===== config.mk =====
export PLATFORM = sky130hd
export DESIGN_NAME = eatrm_sincos
export DESIGN_NICKNAME = d
export VERILOG_FILES = /design/src/design/assert_macros.svh /design/src/design/eatrm_pkg.sv /design/src/design/eatrm_cordic_stage.sv /design/src/design/eatrm_sincos.sv
export SDC_FILE = /design/constraint.sdc
export NUM_CORES = 2
export LEC_CHECK = 0
export ABC_CLOCK_PERIOD_IN_PS = 7750
export CORE_MARGIN = 5
export CORE_UTILIZATION = 45
export CTS_BUF_LIST = sky130_fd_sc_hd__clkbuf_8
export DETAILED_ROUTE_END_ITERATION = 10
export DONT_BUFFER_PORTS = 1
export GPL_TIMING_DRIVEN = 1
export PLACE_DENSITY = 0.57
export REMOVE_ABC_BUFFERS = 1
export SLEW_MARGIN = 20
export SYNTH_ARGS = -nofsm -noshare
export SYNTH_HDL_FRONTEND = slang
export SYNTH_SLANG_ARGS = --single-unit

===== constraint.sdc =====
create_clock -name clk -period 7.75 [get_ports clk]
set_input_delay 1.55 -clock clk [delete_from_list [all_inputs] [get_ports clk]]
set_output_delay 1.55 -clock clk [all_outputs]
set_load 0.02 [all_outputs]

===== src/design/assert_macros.svh =====
// Assertion helpers included by the core top level.
`ifndef ASSERT_MACROS_SVH
`define ASSERT_MACROS_SVH

// Same-cycle implication, checked out of reset.
`define ASSERT_IMPLIES(label, clk, rst_n, ante, cons) \
    label: assert property (@(posedge clk) disable iff (!rst_n) (ante) |-> (cons)) \
        else $error("assertion failed");

// Next-cycle implication, checked out of reset.
`define ASSERT_NEXT(label, clk, rst_n, ante, cons) \
    label: assert property (@(posedge clk) disable iff (!rst_n) (ante) |=> (cons)) \
        else $error("assertion failed");

`endif


===== src/design/eatrm_pkg.sv =====
// ----------------------------------------------------------------------------
// eatrm_pkg
// Types, constants and the arctangent table for the Euler-to-matrix core.
// ----------------------------------------------------------------------------
`default_nettype none

package eatrm_pkg;

    localparam int ANGLE_WIDTH   = 16;
    localparam int CORDIC_STAGES = 16;
    localparam int MAX_STAGES    = 32;
    localparam int CW            = 34;   // CORDIC datapath width, Q30 signed

    localparam logic signed [CW-1:0] Q30_PI       = 34'sd3373259426;
    localparam logic signed [CW-1:0] Q30_HALF_PI  = 34'sd1686629713;
    localparam logic signed [CW-1:0] Q30_INV_GAIN = 34'sd652032874;
    localparam logic signed [15:0]   ONE_Q14      = 16'sd16384;

    typedef struct packed {
        logic signed [ANGLE_WIDTH-1:0] angle_x;
        logic signed [ANGLE_WIDTH-1:0] angle_y;
        logic signed [ANGLE_WIDTH-1:0] angle_z;
    } angles_t;

    typedef struct packed {
        logic signed [15:0] r00;
        logic signed [15:0] r01;
        logic signed [15:0] r02;
        logic signed [15:0] r10;
        logic signed [15:0] r11;
        logic signed [15:0] r12;
        logic signed [15:0] r20;
        logic signed [15:0] r21;
        logic signed [15:0] r22;
    } matrix_t;

    typedef struct packed {
        logic signed [15:0] s;
        logic signed [15:0] c;
    } sincos_t;

    function automatic logic signed [CW-1:0] atan_q30(input int i);
        logic signed [CW-1:0] v;
        case (i)
            0:  v = 34'sd843314857;
            1:  v = 34'sd497837830;
            2:  v = 34'sd263043837;
            3:  v = 34'sd133525159;
            4:  v = 34'sd67021687;
            5:  v = 34'sd33543516;
            6:  v = 34'sd16775851;
            7:  v = 34'sd8388437;
            8:  v = 34'sd4194283;
            9:  v = 34'sd2097149;
            10: v = 34'sd1048576;
            11: v = 34'sd524288;
            12: v = 34'sd262144;
            13: v = 34'sd131072;
            14: v = 34'sd65536;
            15: v = 34'sd32768;
            16: v = 34'sd16384;
            17: v = 34'sd8192;
            18: v = 34'sd4096;
            19: v = 34'sd2048;
            20: v = 34'sd1024;
            21: v = 34'sd512;
            22: v = 34'sd256;
            23: v = 34'sd128;
            24: v = 34'sd64;
            25: v = 34'sd32;
            26: v = 34'sd16;
            27: v = 34'sd8;
            28: v = 34'sd4;
            29: v = 34'sd2;
            30: v = 34'sd1;
            default: v = '0;
        endcase
        return v;
    endfunction

    // Clamp a wide signed value to +-1.0 in Q1.14.
    function automatic logic signed [15:0] sat_q14(input logic signed [48:0] v);
        logic signed [15:0] r;
        if (v > 49'sd16384)
            r = ONE_Q14;
        else if (v < -49'sd16384)
            r = -ONE_Q14;
        else
            r = v[15:0];
        return r;
    endfunction

endpackage

`default_nettype wire


===== src/design/eatrm_cordic_stage.sv =====
// ----------------------------------------------------------------------------
// eatrm_cordic_stage
// One registered rotation-mode CORDIC micro-rotation.
// ----------------------------------------------------------------------------
`default_nettype none

module eatrm_cordic_stage #(
    parameter int SHIFT = 0
) (
    input  wire logic                             clk,
    input  wire logic                             en,
    input  wire logic signed [eatrm_pkg::CW-1:0]  x_in,
    input  wire logic signed [eatrm_pkg::CW-1:0]  y_in,
    input  wire logic signed [eatrm_pkg::CW-1:0]  z_in,
    input  wire logic                             flip_in,
    output logic signed [eatrm_pkg::CW-1:0]       x,
    output logic signed [eatrm_pkg::CW-1:0]       y,
    output logic signed [eatrm_pkg::CW-1:0]       z,
    output logic                                  flip
);

    localparam logic signed [eatrm_pkg::CW-1:0] ATAN = eatrm_pkg::atan_q30(SHIFT);

    logic signed [eatrm_pkg::CW-1:0] x_next, y_next, z_next, xs, ys;

    always_comb
    begin
        xs = x_in >>> SHIFT;
        ys = y_in >>> SHIFT;
        if (!z_in[eatrm_pkg::CW-1])
        begin
            x_next = x_in - ys;
            y_next = y_in + xs;
            z_next = z_in - ATAN;
        end
        else
        begin
            x_next = x_in + ys;
            y_next = y_in - xs;
            z_next = z_in + ATAN;
        end
    end

    always_ff @(posedge clk)
    begin
        if (en)
        begin
            x    <= x_next;
            y    <= y_next;
            z    <= z_next;
            flip <= flip_in;
        end
    end

endmodule

`default_nettype wire


===== src/design/eatrm_sincos.sv =====
// ----------------------------------------------------------------------------
// eatrm_sincos
// Range reduction, pipelined CORDIC and Q1.14 rounding for one angle.
// ----------------------------------------------------------------------------
`default_nettype none

module eatrm_sincos #(
    parameter int STAGES = eatrm_pkg::CORDIC_STAGES
) (
    input  wire logic                                      clk,
    input  wire logic                                      en,
    input  wire logic signed [eatrm_pkg::ANGLE_WIDTH-1:0]  angle,
    output eatrm_pkg::sincos_t                             sc
);

    localparam int CW = eatrm_pkg::CW;
    localparam int SH = 33 - eatrm_pkg::ANGLE_WIDTH;

    logic signed [CW-1:0] xs [0:STAGES];
    logic signed [CW-1:0] ys [0:STAGES];
    logic signed [CW-1:0] zs [0:STAGES];
    logic                 fs [0:STAGES];

    logic signed [CW-1:0] a_q30, z_next;
    logic                 flip_next;

    always_comb
    begin
        a_q30     = CW'(angle) <<< SH;
        z_next    = a_q30;
        flip_next = 1'b0;
        if (a_q30 > eatrm_pkg::Q30_HALF_PI)
        begin
            z_next    = a_q30 - eatrm_pkg::Q30_PI;
            flip_next = 1'b1;
        end
        else if (a_q30 < -eatrm_pkg::Q30_HALF_PI)
        begin
            z_next    = a_q30 + eatrm_pkg::Q30_PI;
            flip_next = 1'b1;
        end
    end

    always_ff @(posedge clk)
    begin
        if (en)
        begin
            xs[0] <= eatrm_pkg::Q30_INV_GAIN;
            ys[0] <= '0;
            zs[0] <= z_next;
            fs[0] <= flip_next;
        end
    end

    for (genvar i = 0; i < STAGES; i++)
    begin : g_stage
        eatrm_cordic_stage #(.SHIFT(i)) u_stage (
            .clk     (clk),
            .en      (en),
            .x_in    (xs[i]),
            .y_in    (ys[i]),
            .z_in    (zs[i]),
            .flip_in (fs[i]),
            .x       (xs[i+1]),
            .y       (ys[i+1]),
            .z       (zs[i+1]),
            .flip    (fs[i+1])
        );
    end

    // Negate before rounding, then round half up to Q14.
    logic signed [CW:0] xr, yr;
    eatrm_pkg::sincos_t sc_next;

    always_comb
    begin
        xr = fs[STAGES] ? -(CW+1)'(xs[STAGES]) : (CW+1)'(xs[STAGES]);
        yr = fs[STAGES] ? -(CW+1)'(ys[STAGES]) : (CW+1)'(ys[STAGES]);
        xr = (xr + (CW+1)'(32768)) >>> 16;
        yr = (yr + (CW+1)'(32768)) >>> 16;
        sc_next.c = eatrm_pkg::sat_q14(49'(xr));
        sc_next.s = eatrm_pkg::sat_q14(49'(yr));
    end

    always_ff @(posedge clk)
    begin
        if (en)
            sc <= sc_next;
    end

endmodule

`default_nettype wire


==> summary.txt <==
Status
  – Status: finished clean

Yosys
  – Post-synth top area cell: edfxtp_1
  – Syn avg cell area: 9.62 sq um
  – Sequential fraction of the synthesis area: 35.9%
  – Compound-Gate Fraction of Synth Area: 19.3%
  – XOR/XNOR share of the synthesized area: a little over an eighth
  – Share of the synthesized area in the top cell type: 35.9%
  – Post-synth top flop: edfxtp_1
  – Post-synth EDFFs: 1,455
  – Post-synthesis adder-cell area fraction: 14.5%
  – Synth warn: 0
  – Seq cells post-synth: between 1,000 and 1,500
  – Mux share of post-synthesis cell area: between 1 and 1.5%
  – Post-synth cell types: 99
  – Commonest cells post-synth: edfxtp_1 (1,455), a21oi_1 (1,408), ha_1 (1,344)
  – Synth Area in Simple Gates: between 10 and 15%
  – Mapped Cells: 12,656
  – Dominant cells by area after synthesis: edfxtp_1 (36%), ha_1 (14%), xnor2_1 (9.1%)
  – Cell with the most instances after synthesis: edfxtp_1
  – Ys async rst share: 0%
  – Synth Cell Area: 122,000 sq um
  – Largest family of logic cells by synthesized area: compound AO/OA/AOI/OAI gates

Setup path
  – Crit end category: flip-flop
  – Required time worst endpoint: 8.46 ns
  – Worst flop-to-flop path startpoint: g_stage[12].u_stage.y[23]$_DFFE_PP_
  – CP Data Arrival Time: 6.70 ns
  – CP max FO: 6
  – Crit path from: g_stage[12].u_stage.y[23]$_DFFE_PP_
  – CP Launch Type: flip-flop
  – Type of the worst setup path: reg2reg

Cells and area
  – Area of the multi-input gates: 75,100 sq um
  – Fillcell total: between 20,000 and 30,000
  – Area grow syn2layout: 8.08%
  – Layout cell share with drive strength beyond 1: 4.76%
  – Nets: between 10,000 and 15,000
  – Register area: 43,700 sq um
  – Non-Filler Instances: 16,587

Place
  – PortBufs: 0
  – GP Congestion: 0.927
  – Final HPWL DP: between 200,000 and 250,000 um
  – Placed Cells: 16,083
  – Place WS: 1.84 ns

Flow run
  – Max-cap violations: 0

Timing
  – Setup Skew: roughly 0.053 ns
  – Final WS setup: 1.76 ns
  – Fin crit period: 5.99 ns
  – Worst hold slack: 0.405 ns
  – Relative slew slack: 30.1%
  – Peak Freq: about 0.17 GHz
  – Slew Viols, Final: 0
  – Setup TNS: 0 ns
  – Worst Max-Slew Pin Slew: 1.05 ns
  – Final-report hold violation count: 0
  – Setup violation total in the final timing report: 0
  – RSZ-0062 raised after global routing: false
  – Final Cycle Share: 77.3%

Clocking
  – H-tree levels: 5
  – Clk slew on worst S/H paths: about 0.06 ns
  – Clk sinks: 1,455
  – CTS tree: built
  – CTS buffer count: 282
  – Clk_lat worst skew: 1.00 ns
  – Hold-fix buffers at CTS: 0
  – Clk root buf: clkbuf_8
  – Setup repair bufs after CTS: 0
  – CTS Buffer Depth: 4
  – Post_cts resized: 0

Die
  – Die area: about 280,000 sq um
  – Rows: 191
  – IO Pins: 50
  – Initial Util: a little under half
  – Core area: 270,000 sq um
  – Chip Width: 530 um
  – Die Y-Extent: 530 um

GRT
  – Global-route wire length before repair: 503,000 um
  – Total Routing Usage GR: 21.9%
  – GRT overflow: 0
  – Via count of the first global-routing pass: around 90,000
  – Antenna violations before repair: 3
  – Largest net degree at the start of global routing: 231

Hold path
  – Hold Path Class: reg2reg
  – HP Start: g_stage[11].u_stage.z[17]$_DFFE_PP_

Route
  – Initial DRC count: around 6,600
  – Drt first pass iters: 8
  – Routed Antenna Nets: 0
  – Via count: 95,125
  – Total wire length: roughly 320,000 um
  – DR WL/cell: 19.2 um
  – DRC: 0
  – Routed vias/inst: between 5 and 6
## worst max-delay path, cell delays in order (launching register included)
cell      delay (ns)
edfxtp_1        0.48
or4_1           0.64
nor4_1          0.75
a21oi_1         0.18
xor2_1          0.19
ha_1            0.41
nand2_1         0.16
nor4_1          0.56
o311a_1         0.32
a211oi_1        0.12
a31oi_1         0.34
nand4_1         0.18
a31oi_1         0.38
nor4_1          0.12
o311ai_0        0.58
o31ai_1         0.15
xnor2_1         0.16
## layout make-up
| cell class | count | share of cell area [%] |
|---|---|---|
| antenna | 4 | 0.00761 |
| clock buffer | 288 | 3.01 |
| clock inverter | 209 | 1.09 |
| inverter | 558 | 1.59 |
| multi-input combinational | 10439 | 57.1 |
| sequential | 1455 | 33.2 |
| tap | 3570 | 3.40 |
| timing repair buffer | 64 | 0.563 |
## cells by family (layout without fill, tap and decap cells)
family                   after synthesis  in the layout
other                                  1              5
AND/OR/NAND/NOR                     3373           3373
multiplexers                         120            120
flip-flops                          1455           1455
adder cells (fa/ha/maj)             1386           1386
AO/OA/AOI/OAI                       3689           3689
buffers and inverters                762           1119
XOR/XNOR                            1870           1870
## per-layer routing
| layer | routed length, um | vias to the layer above | part of all wire, % | track usage [%] |
|---|---|---|---|---|
| met5 | 0 | - | 0 | 0 |
| met4 | 8210 | 0 | 2.6 | 5.72 |
| met3 | 14200 | 482 | 4.5 | 2.59 |
| met2 | 148000 | 2078 | 46 | 36.9 |
| met1 | 148000 | 45271 | 46 | 30.0 |
| li1 | - | 47294 | - | - |
## flip-flops by register name, summed over array words and instances, names as in the netlist
register / flops
g_stage.u_stage.x: 488
g_stage.u_stage.y: 511
g_stage.u_stage.flip: 16
g_stage.u_stage.z: 388
zs: 20
sc: 32
## cell usage in the layout, fill, tap and decap left out, drive strengths merged, types with 173 or more instances in the layout
master  netlist  routed
a21o        558     558
a21oi      1409    1409
clkbuf      155     288
edfxtp     1455    1455
ha         1344    1344
inv         554     638
nand2       595     595
nand2b      176     176
nand3       214     214
nor2       1169    1169
nor2b       173     173
nor3        353     353
o21a        191     191
o21ai       512     512
o21bai      181     181
xnor2      1259    1259
xor2        611     611
## metrics by stage
stage | cell area, sq um | utilization, %
after detailed placement | 126000 | 46.7
after CTS | 131000 | 48.7
final | 132000 | 48.7
after global routing | 132000 | 48.7
after floorplan | 121000 | -
after global placement | 126000 | 46.6
## final timing paths
check	endpoint	slack, ns	cells after the start
setup / recovery	g_stage[13].u_stage.x[33]$_DFFE_PP_	1.76	16
hold / removal	g_stage[12].u_stage.z[17]$_DFFE_PP_	0.41	0
setup reg to reg	g_stage[13].u_stage.x[33]$_DFFE_PP_	1.76	16
hold reg to reg	g_stage[12].u_stage.z[17]$_DFFE_PP_	0.41	0
Power is left out: the tool's default activity adds up to more than one toggle a clock period on the data nets, which glitch-free logic cannot reach.
